--- config.mk ---
export PLATFORM = sky130hd
export DESIGN_NAME = edh_ctrl
export DESIGN_NICKNAME = d
export VERILOG_FILES = /design/src/hw/rtl/edh_pkg.sv /design/src/hw/rtl/edh_ctrl.sv
export SDC_FILE = /design/constraint.sdc
export NUM_CORES = 1
export LEC_CHECK = 0
export ABC_AREA = 0
export BUFFER_PORTS_ARGS = -buffer_cell sky130_fd_sc_hd__buf_2
export CAP_MARGIN = 20
export CORE_AREA = 2 2 39 41
export DETAILED_ROUTE_END_ITERATION = 8
export DIE_AREA = 0 0 41 43
export GPL_TIMING_DRIVEN = 0
export PLACE_DENSITY = 0.7
export SLEW_MARGIN = 20
export SYNTH_ARGS = -nofsm -noshare
export SYNTH_HDL_FRONTEND = slang
export SYNTH_SLANG_ARGS = --single-unit
--- constraint.sdc ---
create_clock -name clk -period 1.3 [get_ports clk]
set_input_delay 0.26 -clock clk [delete_from_list [all_inputs] [get_ports clk]]
set_output_delay 0.26 -clock clk [all_outputs]
set_load 0.02 [all_outputs]
--- src/hw/rtl/edh_pkg.sv ---
// Package for the equal-distinct histogram: item types, codes, controller states
// and the command/status structs between controller and datapath. No dependencies.
package edh_pkg;

  localparam int ENTRY_DEPTH  = 1024;
  localparam int ENTRY_AW     = 10;
  localparam int BUCKET_DEPTH = 64;
  localparam int BUCKET_AW    = 6;
  localparam int CNT_W        = 11;
  localparam int NB_W         = 7;
  localparam int SUM_W        = 42;
  localparam int DIV_STEPS    = 11;
  localparam int DIV_CW       = 4;

  typedef enum logic [1:0] {
    OP_LOAD = 2'd0,
    OP_FIND = 2'd1,
    OP_READ = 2'd2,
    OP_NONE = 2'd3
  } op_t;

  typedef enum logic {
    ADDR_MID = 1'b0,
    ADDR_RES = 1'b1
  } addr_sel_t;

  typedef enum logic [3:0] {
    ST_IDLE,
    ST_DISPATCH,
    ST_BUILD_INIT,
    ST_DIV,
    ST_WALK_RD,
    ST_WALK_ACC,
    ST_FINISH,
    ST_S_CHK,
    ST_S_CMP,
    ST_EMIT
  } state_t;

  typedef struct packed {
    logic [1:0]         operation;
    logic signed [31:0] key;
    logic [31:0]        occurrences;
    logic               last_entry;
    logic [5:0]         bucket_sel;
  } in_item_t;

  typedef struct packed {
    logic               found;
    logic [5:0]         bucket;
    logic signed [31:0] low_value;
    logic signed [31:0] high_value;
    logic [41:0]        row_total;
    logic [10:0]        distinct_in_bucket;
    logic [6:0]         bucket_total;
  } out_item_t;

  typedef struct packed {
    logic      accept;
    logic      load_store;
    logic      build_init;
    logic      div_step;
    logic      walk_acc;
    logic      set_built;
    logic      cnt_clear;
    logic      srch_init;
    logic      srch_step;
    addr_sel_t addr_sel;
    logic      out_load;
  } cmd_t;

  typedef struct packed {
    op_t  op;
    logic last;
    logic n_zero;
    logic div_last;
    logic walk_last;
    logic lo_lt_hi;
    logic out_busy;
  } sts_t;

endpackage

--- src/hw/rtl/edh_ctrl.sv ---
// Controller state machine of the equal-distinct histogram.
// Depends on edh_pkg; drives edh_dp through cmd_t and watches sts_t.
module edh_ctrl (
  input  logic          clk,
  input  logic          rst_n,
  input  logic          in_valid,
  output logic          in_ready,
  input  edh_pkg::sts_t sts,
  output edh_pkg::cmd_t cmd
);

  edh_pkg::state_t state_r, state_nxt;

  always_ff @(posedge clk) begin
    if (!rst_n) begin
      state_r <= edh_pkg::ST_IDLE;
    end else begin
      state_r <= state_nxt;
    end
  end

  always_comb begin
    state_nxt = state_r;
    unique case (state_r)
      edh_pkg::ST_IDLE: begin
        if (in_valid) state_nxt = edh_pkg::ST_DISPATCH;
      end
      edh_pkg::ST_DISPATCH: begin
        unique case (sts.op)
          edh_pkg::OP_LOAD: state_nxt = sts.last ? edh_pkg::ST_BUILD_INIT : edh_pkg::ST_IDLE;
          edh_pkg::OP_FIND: state_nxt = edh_pkg::ST_S_CHK;
          edh_pkg::OP_READ: state_nxt = edh_pkg::ST_EMIT;
          default:          state_nxt = edh_pkg::ST_IDLE;
        endcase
      end
      edh_pkg::ST_BUILD_INIT: begin
        state_nxt = sts.n_zero ? edh_pkg::ST_IDLE : edh_pkg::ST_DIV;
      end
      edh_pkg::ST_DIV: begin
        if (sts.div_last) state_nxt = edh_pkg::ST_WALK_RD;
      end
      edh_pkg::ST_WALK_RD:  state_nxt = edh_pkg::ST_WALK_ACC;
      edh_pkg::ST_WALK_ACC: begin
        state_nxt = sts.walk_last ? edh_pkg::ST_FINISH : edh_pkg::ST_WALK_RD;
      end
      edh_pkg::ST_FINISH:   state_nxt = edh_pkg::ST_IDLE;
      edh_pkg::ST_S_CHK: begin
        state_nxt = sts.lo_lt_hi ? edh_pkg::ST_S_CMP : edh_pkg::ST_EMIT;
      end
      edh_pkg::ST_S_CMP:    state_nxt = edh_pkg::ST_S_CHK;
      edh_pkg::ST_EMIT: begin
        if (!sts.out_busy) state_nxt = edh_pkg::ST_IDLE;
      end
      default:              state_nxt = edh_pkg::ST_IDLE;
    endcase
  end

  always_comb begin
    cmd          = '0;
    cmd.addr_sel = edh_pkg::ADDR_RES;
    in_ready     = 1'b0;
    unique case (state_r)
      edh_pkg::ST_IDLE: begin
        in_ready   = 1'b1;
        cmd.accept = in_valid;
      end
      edh_pkg::ST_DISPATCH: begin
        cmd.load_store = (sts.op == edh_pkg::OP_LOAD);
        cmd.srch_init  = (sts.op == edh_pkg::OP_FIND);
      end
      edh_pkg::ST_BUILD_INIT: begin
        cmd.build_init = 1'b1;
        cmd.cnt_clear  = sts.n_zero;
      end
      edh_pkg::ST_DIV:      cmd.div_step = 1'b1;
      edh_pkg::ST_WALK_RD:  cmd.walk_acc = 1'b0;
      edh_pkg::ST_WALK_ACC: cmd.walk_acc = 1'b1;
      edh_pkg::ST_FINISH: begin
        cmd.set_built = 1'b1;
        cmd.cnt_clear = 1'b1;
      end
      edh_pkg::ST_S_CHK: begin
        cmd.addr_sel = sts.lo_lt_hi ? edh_pkg::ADDR_MID : edh_pkg::ADDR_RES;
      end
      edh_pkg::ST_S_CMP:    cmd.srch_step = 1'b1;
      edh_pkg::ST_EMIT:     cmd.out_load = !sts.out_busy;
      default:              cmd = '0;
    endcase
  end

  always_ff @(posedge clk) begin
    if (rst_n && (state_r == edh_pkg::ST_EMIT || state_r == edh_pkg::ST_S_CMP)) begin
      assert (sts.op == edh_pkg::OP_FIND || sts.op == edh_pkg::OP_READ)
        else $error("search or emit on a load item");
    end
  end

  a_ready_idle: assert property (@(posedge clk) disable iff (!rst_n)
    in_ready |-> (state_r == edh_pkg::ST_IDLE))
    else $error("ready outside idle");
  a_dispatch: assert property (@(posedge clk) disable iff (!rst_n)
    (in_valid && in_ready) |=> (state_r == edh_pkg::ST_DISPATCH))
    else $error("accepted item not dispatched");
  a_div_walk: assert property (@(posedge clk) disable iff (!rst_n)
    (state_r == edh_pkg::ST_DIV && sts.div_last) |=> (state_r == edh_pkg::ST_WALK_RD))
    else $error("divide did not hand off to walk");

endmodule

==> summary.md, run 1 <==
| Metric | Value |
|---|---|
| Die width | `between 40 and 50 um` |
| CP max FO | `8` |
| Max Cap Viol | `0` |
| CP Data Arrival Time | `~1.3 ns` |
| Area Overhead vs Synth | `97.70%` |
| Clk_lat worst skew | `approximately 0.23 ns` |
| Drt pass-1 iters | `4` |
| Clock tree buffer depth | `2` |
| Final Cycle Share | `116.9%` |
| Clock Sinks | `4` |
| PnR worst setup slack | `-0.2200 ns` |
| First-pass GRT wire length | `between 2000 and 2500 um` |
| Io pins | `23` |
| Routed WL | `2261 um` |
| Core area | `~1400 sq um` |
| Hold Vio Cnt, Final | `0` |
| Die H | `43 um` |
| Warnings, synthesis | `0` |
| Sequential area share after synthesis | `between 10 and 15%` |
| CTS hold repair buffers | `0` |
| Initial Utilization | `approximately two fifths` |
| Max Fclk | `roughly 660 MHz` |
| P per Cell Area | `around 860 nW/um^2` |
| Worst Setup Start Kind | `flop` |
| Failing checks | `setup timing` |
| Post-synthesis cell count | `74` |
| Peak VDD IR | `around 580 uV` |
| Pin count of the biggest net entering global routing | `11` |
| Pre-CTS setup slack | `-0.1258 ns` |
| Worst min path class | `input port to flop` |
| Initial antenna violation count | `0` |
| Post-route DRC | `0` |
| Final Critical Period | `~1.5 ns` |
| Rel. slew slack | `between 80% and 90%` |
| Final Setup Violations | `14` |
| Post-DR wirelength/cell | `~17 um` |
| Status | `finished, violations left` |
| Worst path required time | `between 1 and 1.5 ns` |
| Design area | `1074 sq um` |
| DR iter-0 viols | `74` |
| WS Path Type | `flop to output port` |
| Top reg by flops | `state_r` |
| RePlAce Congestion | `around 0.87` |
| Via count | `around 760` |
| Total track usage | `between 10% and 20%` |
| Mean Syn Cell Area | `between 7 and 8 sq um` |
| Hpwl dp | `about 1100 um` |
| Placed cell count | `112` |
| CTS Buf Count | `3` |
| I/O Buffers | `22` |
| Layout cells sized above 1 | `approximately 64%` |
| H-tree Lvls | `1` |
| GRT overflow | `0` |
| DP Area | `about 700 sq um` |
| Antenna Cells | `0` |
| ANT nets after route | `0` |
| Critical path capture point type | `output port` |
| Post-Layout Cell Count | `between 100 and 150` |
| Max FFs per register | `4` |
| # rows | `14` |
| Max Slew Vio Count | `0` |
| Distinct cell type count after synthesis | `32` |
| Vias in the first global route | `540` |
| Clock Skews | `between 0.0008 and 0.0009 ns` |
| Root Driver | `clkbuf_4` |
| Most frequent cells in the layout | `17 x buf_4, 14 x buf_6, 12 x buf_2` |
| Most common cell after layout, fill and taps aside | `buf_4` |
| Net Count, Synth | `a little under 90` |
| Yosys reg bits | `4` |
| Clock-pin slew on the worst setup and hold paths | `0.03 ns` |
| Vias per cell | `between 5 and 6` |
| Worst-margin pin slew | `0.2077 ns` |
| Final net count | `133` |
| Clock tree from TritonCTS | `yes` |
| Area of the die | `1763 sq um` |
| Largest regs | `state_r (4)` |
| Synth Cell Area | `approximately 540 sq um` |
| Pleak | `0.4991 nW` |
| RSZ-0062 raised after global routing | `yes` |
## final cells by class
class                           count  area, sq um
Buffer                              7        95.09
Fill cell                          88        310.3
Tap cell                           16        20.02
Timing Repair Buffer               40        325.3
Multi-Input combinational cell     57        495.5
Sequential cell                     4        85.08
Inverter                            6        30.03
Clock buffer                        3        22.52
## cells by family (layout without fill, tap and decap cells)
kind of cell    after synthesis  count (layout)  share of synthesized area [%]
simple gates                 35              35                          38.25
compound gates               17              17                          21.89
buf+inv                      13              56                          14.52
flops                         4               4                          14.75
fa+ha+maj                     3               3                          6.913
mux                           2               2                          3.687
## repair_timing
| item | 4_1_cts | 5_1_grt |
|---|---|---|
| setup buffers | 4 | 12 |
| gates resized for setup | 31 | 26 |
| pin swaps | 2 | 8 |
| gates cloned | 1 | 1 |
| setup endpoints to repair | 12 | 14 |
## layer usage
layer	track usage [%]	vias to the layer above	wire length, um
met5	0	-	0
met4	6.000	0	64
met3	1.571	10	176
met2	30.31	56	1129
met1	26.77	347	890
li1	-	346	-
## synth_stat cells (all sizes together)
| cell type | number | area (sq um) |
|---|---|---|
| buf | 7 | 56.30 |
| nor2 | 7 | 26.28 |
| inv | 6 | 22.52 |
| nand2b | 6 | 37.54 |
| nor3 | 6 | 30.03 |
| dfxtp | 4 | 80.08 |
| nand2 | 4 | 15.01 |
| o21ai | 4 | 20.02 |
| and3 | 3 | 18.77 |
| ha | 3 | 37.54 |
| a21oi | 2 | 10.01 |
| a31oi | 2 | 12.51 |
| mux2i | 2 | 20.02 |
| nand3 | 2 | 10.01 |
| nand3b | 2 | 15.01 |
| o22ai | 2 | 12.51 |
| a21boi | 1 | 7.510 |
| a221oi | 1 | 15.01 |
| a22o | 1 | 8.760 |
| a22oi | 1 | 7.510 |
| a32oi | 1 | 8.760 |
| and2 | 1 | 6.260 |
| and3b | 1 | 8.760 |
| nor2b | 1 | 6.260 |
| nor3b | 1 | 12.51 |
| nor4 | 1 | 21.27 |
| o21a | 1 | 7.510 |
| o22a | 1 | 8.760 |
## worst max-delay path, cell delays in order (launching register included)
cell     delay, ns
dfxtp_1       0.30
buf_6         0.13
buf_8         0.13
nand3_2       0.09
nand2_2       0.07
a22oi_2       0.17
buf_6         0.15
## report_power, final
part           internal, mW  switching, mW
combinational         0.336          0.297
clock                 0.103         0.0413
sequential            0.136        0.00655
total                 0.575          0.345
## metrics by stage
stage                     total power [mW]  setup TNS (ns)  hold slack [ns]  utilization [%]
after CTS                           0.7762          -1.962           0.2844            61.93
after floorplan                     0.4130         -0.3139           0.3855                -
after detailed placement            0.4989         -0.3386           0.5345            50.36
after global placement              0.4943         -0.2577           0.5352            50.36
after global routing                0.9683          -2.854           0.3033            77.58
final                               0.9202          -2.094           0.2983            77.58
## path summary, 6_finish.rpt
path	end	start	cells past startpoint	slack (ns)
worst max-delay path	cmd[1]	state_r[1]$_SDFFE_PN0P_	6	-0.22
worst min-delay path	state_r[3]$_SDFFE_PN0P_	rst_n	3	0.30
worst max register to register	state_r[2]$_SDFFE_PN0P_	state_r[1]$_SDFFE_PN0P_	6	-0.11
worst min register to register	state_r[1]$_SDFFE_PN0P_	state_r[3]$_SDFFE_PN0P_	4	0.73
No activity file was read; power rests on OpenSTA's default activity.
==> run 2: changes to the inputs <==
--- a/config.mk
+++ b/config.mk
@@ -9,9 +9,10 @@
 export BUFFER_PORTS_ARGS = -buffer_cell sky130_fd_sc_hd__buf_2
 export CAP_MARGIN = 20
-export CORE_AREA = 2 2 39 41
+export CORE_MARGIN = 2
+export CORE_UTILIZATION = 41
 export DETAILED_ROUTE_END_ITERATION = 8
-export DIE_AREA = 0 0 41 43
+export GPL_ROUTABILITY_DRIVEN = 1
 export GPL_TIMING_DRIVEN = 0
-export PLACE_DENSITY = 0.7
+export PLACE_DENSITY = 0.73
 export SLEW_MARGIN = 20
 export SYNTH_ARGS = -nofsm -noshare
==> constraint.sdc (replaced) <==
create_clock -name clk -period 1.29 [get_ports clk]
set_input_delay 0.258 -clock clk [delete_from_list [all_inputs] [get_ports clk]]
set_output_delay 0.258 -clock clk [all_outputs]
set_load 0.005 [all_outputs]
==> run 2 against run 1 <==
The run still ends with setup timing left. Non-clock buffer count fell by 7. Combinational power fell by 32%. Routed wire length fell by 14%. Total power fell by 17%. Sequential power rose by 25%. First-iteration DRC count fell by 68%. Worst setup slack improved by 0.059 ns. Global-route usage rose by 2.5 points. Register-to-register slack barely moved. Cell area fell by 15%. Clock skew rose by 0.0012 ns. Worst hold slack got worse by 0.012 ns.
==> summary.md, run 2 (synthesis gave the netlist of run 1 again) <==
| Metric | Value |
|---|---|
| Status | `finished, violations left` |
| Failing checks | `setup timing` |
| Post-DR wirelength/cell | `15.59 um` |
| Pin count of the biggest net entering global routing | `11` |
| Top reg by flops | `state_r` |
| Area of the multi-input gates | `around 470 sq um` |
| Hold Vio Cnt, Final | `0` |
| Clock tree from TritonCTS | `yes` |
| RSZ-0062 raised after global routing | `yes` |
| RePlAce Congestion | `approximately 0.85` |
| Worst-margin pin slew | `roughly 0.27 ns` |
| CP max FO | `6` |
| R2R setup slack | `-0.10 ns` |
| FF+latch area | `about 95 sq um` |
| Hpwl dp | `987.6 um` |
| Antenna Cells | `0` |
| Clock-pin slew on the worst setup and hold paths | `roughly 0.04 ns` |
| Filler Cell Count | `a little under 100` |
| H-tree Lvls | `1` |
| Min-delay src | `rst_n` |
| Hold Path End | `state_r[3]$_SDFFE_PN0P_` |
| Vias in the first global route | `a little over 500` |
| Max Slew Vio Count | `0` |
| Die H | `40.39 um` |
| Max FFs per register | `4` |
| Pleak | `roughly 0.45 nW` |
| WS Path Type | `flop to output port` |
| Worst Setup Start Kind | `flop` |
| Final Setup Violations | `14` |
| Root Driver | `clkbuf_4` |
| Worst-path cell chain | `nor4_4, and2_1, buf_2` |
| Final Cycle Share | `112.5%` |
| CTS hold repair buffers | `0` |
| # rows | `13` |
| Worst path required time | `approximately 1.0 ns` |
| Via count | `roughly 700` |
| Final hold slack | `between 0.2 and 0.3 ns` |
| Vias per cell | `roughly 5.6` |
| Peak VDD IR | `between 300 and 400 uV` |
| ANT nets after route | `0` |
| I/O Buffers | `22` |
| Max Cap Viol | `0` |
| P per Cell Area | `between 800 and 900 nW/um^2` |
| GRT overflow | `0` |
| Critical path capture point type | `output port` |
| Rel. slew slack | `between 80% and 90%` |
| Routed WL | `between 1500 and 2000 um` |
| Max Fclk | `slightly below 700 MHz` |
| Most common cell after layout, fill and taps aside | `buf_2` |
| Start of the worst register-to-register path | `state_r[1]$_SDFFE_PN0P_` |
| Core area | `~1300 sq um` |
| Most frequent cells in the layout | `23 x buf_2, 10 x buf_4` |
| Total track usage | `a little over a fifth` |
| Clk_lat worst skew | `between 0.2 and 0.25 ns` |
| Final Critical Period | `about 1.5 ns` |
| Final Util | `71.70%` |
| Clock tree buffer depth | `2` |
| Worst min path class | `input port to flop` |
| Die width | `a little over 40 um` |
| Cells on worst reg2reg path | `5` |
| First-pass GRT wire length | `2325 um` |
| Launch point of the worst path | `state_r[1]$_SDFFE_PN0P_` |
| DR iter-0 viols | `24` |
| Post-route DRC | `0` |
| Final net count | `~130` |
| Io pins | `23` |
| Hold path cells | `3` |
| Layout cells sized above 1 | `between 60% and 70%` |
| Area of the die | `1631 sq um` |
| CP peak stage delay | `roughly 0.37 ns` |
| CP max-delay cell | `dfxtp_4` |
| Clock Skews | `roughly 0.0021 ns` |
| Initial Utilization | `between 40% and 50%` |
| Drt pass-1 iters | `4` |
| CP Data Arrival Time | `1.19 ns` |
| Initial antenna violation count | `0` |
| CTS Buf Count | `3` |
| Largest regs | `state_r (4)` |
| Reg2reg end | `state_r[2]$_SDFFE_PN0P_` |
| PnR worst setup slack | `-0.1607 ns` |
| Clock Sinks | `4` |
| Area Overhead vs Synth | `67.51%` |
[run 2: changes by cell type in the layout (fill, tap and decap cells not counted), moves of 3 or more]
cell	delta
buf_2	+11
buf_6	-9
buf_4	-7
dfxtp_4	+3
[run 2: layout make-up]
class                           count  share of cell area [%]
Buffer                              4                   5.777
Clock buffer                        3                   2.476
Inverter                            6                   3.301
Multi-Input combinational cell     57                   51.31
Sequential cell                     4                   10.45
Tap cell                           15                   2.063
Timing Repair Buffer               36                   24.62
[run 2: what timing repair did]
action	in CTS	in global routing
resized for setup	11	27
pin swaps	7	10
setup buffers	8	5
gates cloned	0	1
setup endpoints to repair	13	14
[run 2: report_power, final]
part / total (mW) / internal [mW] / switching (mW)
clock: 0.154 / 0.104 / 0.0499
combinational: 0.432 / 0.235 / 0.197
sequential: 0.179 / 0.140 / 0.0381
[run 2: worst max-delay path by stage]
stage / end / cells after the start / slack, ns
after global placement: cmd[0] / 5 / -0.02
after floorplan: state_r[2]$_SDFFE_PN0P_ / 5 / 0.10
final: cmd[10] / 3 / -0.16
after CTS: cmd[0] / 5 / -0.18
after global routing: cmd[10] / 4 / -0.22
after detailed placement: cmd[0] / 5 / -0.02
[run 2: metal layers]
layer / routed length, um / vias up / GRT usage [%]
met1: 811 / 310 / 27.78
met3: 111 / 6 / 1.667
met5: 0 / - / 0
li1: - / 340 / -
met2: 987 / 41 / 36.51
met4: 39 / 0 / 10.00
[run 2: critical path, delay by kind of cell (launching register included)]
kind	cells	cell delay (ns)
and+or+nand+nor	2	0.49
DFF	1	0.37
buffers and inverters	1	0.10
[run 2: stage by stage]
step | setup WS [ns] | instance area (sq um) | power (mW) | TNS [ns] | instances
floorplan | 0.1014 | 543.0 | 0.3676 | 0 | 74
global placement | -0.02260 | 671.9 | 0.4487 | -0.02260 | 111
detailed placement | -0.02400 | 671.9 | 0.4514 | -0.02400 | 111
CTS | -0.1774 | 794.5 | 0.6833 | -1.771 | 121
global route | -0.2242 | 909.6 | 0.8060 | -1.771 | 125
finish | -0.1607 | 909.6 | 0.7644 | -1.129 | 125
==> run 3: changes to the inputs <==
Settings changed: GPL_TIMING_DRIVEN 0 to default.
==> run 3 against run 2 <==
The run still ends with setup timing left. Global-route usage is 8.9 points higher. Die area stayed put. Largest power group unchanged. Worst hold slack worse by 0.0049 ns. Sequential cell count stayed put. Via count is 17% higher. Sequential share of layout area is 1.8 points lower. Highest routed layer unchanged. Cell area is 20% higher. Clock skew is 0.0014 ns higher. Cell count is 14% higher.
==> summary.md, run 3 (synthesis gave the netlist of run 1 again) <==
| Metric | Value |
|---|---|
| Status | `finished, violations left` |
| Failing checks | `setup timing` |
| Vias per cell | `5.699` |
| Post-route DRC | `0` |
| Placed cell count | `approximately 120` |
| Post-DR wirelength/cell | `17.45 um` |
| H-tree Lvls | `1` |
| Worst path bufs/invs | `3` |
| Worst min path class | `input port to flop` |
| Max FFs per register | `4` |
| Drt pass-1 iters | `4` |
| Rel. slew slack | `a little over four fifths` |
| RePlAce Congestion | `0.9221` |
| Vias in the first global route | `about 690` |
| Final Critical Period | `~1.5 ns` |
| Most common cell after layout, fill and taps aside | `buf_4` |
| GR peak layer | `met2` |
| Top reg by flops | `state_r` |
| Clock-pin slew on the worst setup and hold paths | `approximately 0.04 ns` |
| Max Slew Vio Count | `0` |
| WS Path Type | `flop to output port` |
| Peak VDD IR | `between 500 and 600 uV` |
| First-pass GRT wire length | `3236 um` |
| Final net count | `about 140` |
| CTS Buf Count | `3` |
| Via count | `815` |
| PnR worst setup slack | `-0.2007 ns` |
| Worst path required time | `1.03 ns` |
| CP max-delay cell | `dfxtp_4` |
| I/O Buffers | `22` |
| Final hold slack | `around 0.28 ns` |
| Largest regs | `state_r (4)` |
| Core area | `~1300 sq um` |
| # rows | `13` |
| Area Overhead vs Synth | `101.8%` |
| Final Setup Violations | `16` |
| ANT nets after route | `0` |
| Hpwl dp | `1118 um` |
| CP max FO | `6` |
| Area of the die | `between 1500 and 2000 sq um` |
| Max Fclk | `670.8 MHz` |
| CTS hold repair buffers | `0` |
| FF+latch area | `between 90 and 100 sq um` |
| Total track usage | `between 30% and 40%` |
| Global Route met3 Usage | `1.667%` |
| Pin count of the biggest net entering global routing | `8` |
| Post-Layout Cell Count | `143` |
| Pleak | `about 0.55 nW` |
| Final Cycle Share | `115.6%` |
| CP top delay family | `buffers and inverters` |
| Clock Skews | `~0.0035 ns` |
| Clock Sinks | `4` |
| Clock tree from TritonCTS | `yes` |
| Routed WL | `2496 um` |
| Worst-path cell chain | `buf_4, buf_6, nand2b_4, nor3_2, buf_2` |
| Final Power | `0.9523 mW` |
| Die width | `~40 um` |
| Io pins | `23` |
| Clk_lat worst skew | `0.24 ns` |
| Antenna Cells | `0` |
| Layout cells sized above 1 | `about 66%` |
| Met1 GRT Util | `36.81%` |
| Hold Vio Cnt, Final | `0` |
| CP Data Arrival Time | `1.23 ns` |
| Most frequent cells in the layout | `21 x buf_4, 20 x buf_2, 16 x buf_6` |
| Filler Cell Count | `56` |
| CP peak stage delay | `about 0.34 ns` |
| Critical path capture point type | `output port` |
| DR iter-0 viols | `34` |
| Worst Setup Start Kind | `flop` |
| RSZ-0062 raised after global routing | `yes` |
| P per Cell Area | `868.8 nW/um^2` |
| Worst-margin pin slew | `~0.24 ns` |
| Final Util | `86.39%` |
| Initial antenna violation count | `0` |
| Root Driver | `clkbuf_4` |
| Area of the multi-input gates | `around 480 sq um` |
| Max Cap Viol | `0` |
| GRT overflow | `0` |
| Initial Utilization | `a little over two fifths` |
| Clock tree buffer depth | `2` |
| Met2 GRT Util | `between 50 and 60%` |
| Die H | `40.39 um` |
[run 3: cell count changes in the layout (fill, tap and decap cells not counted), sizes merged]
cell and change:
buf +18
[run 3: worst paths after layout]
kind	from	end	slack (ns)	cells past startpoint
hold / removal	rst_n	state_r[0]$_SDFFE_PN0P_	0.28	2
setup / recovery	state_r[3]$_SDFFE_PN0P_	cmd[0]	-0.20	5
setup reg to reg	state_r[0]$_SDFFE_PN0P_	state_r[2]$_SDFFE_PN0P_	-0.09	6
hold reg to reg	state_r[3]$_SDFFE_PN0P_	state_r[1]$_SDFFE_PN0P_	0.78	4
[run 3: metal layers]
metal / vias up / part of all wire (%)
met5: - / 0
met4: 0 / 2.0
met3: 10 / 7.1
met2: 56 / 53
met1: 378 / 38
li1: 371 / -
[run 3: layout make-up]
type | count | share of cell area (%)
Multi-Input combinational cell | 57 | 43.49
Timing Repair Buffer | 58 | 41.78
Sequential cell | 4 | 8.676
Inverter | 6 | 2.283
Clock buffer | 3 | 2.055
Tap cell | 15 | 1.712
[run 3: stage by stage]
step | area (sq um) | setup TNS, ns | setup WS (ns)
finish | 1096 | -2.040 | -0.2007
detailed placement | 733.2 | -0.1787 | -0.07020
global placement | 733.2 | -0.02924 | -0.02121
CTS | 1012 | -1.731 | -0.2007
floorplan | 543.0 | 0 | 0.1014
global route | 1096 | -2.791 | -0.2570
[run 3: repair_timing]
action | 4_1_cts | 5_1_grt
endpoints found under the setup margin | 14 | 16
gates resized for setup | 33 | 10
buffers inserted | 16 | 6
pin swaps | 11 | 10
[run 3: power by group]
| group | internal, mW | switching (mW) |
|---|---|---|
| clock | 0.105 | 0.0593 |
| sequential | 0.140 | 0.0233 |
| combinational | 0.360 | 0.265 |
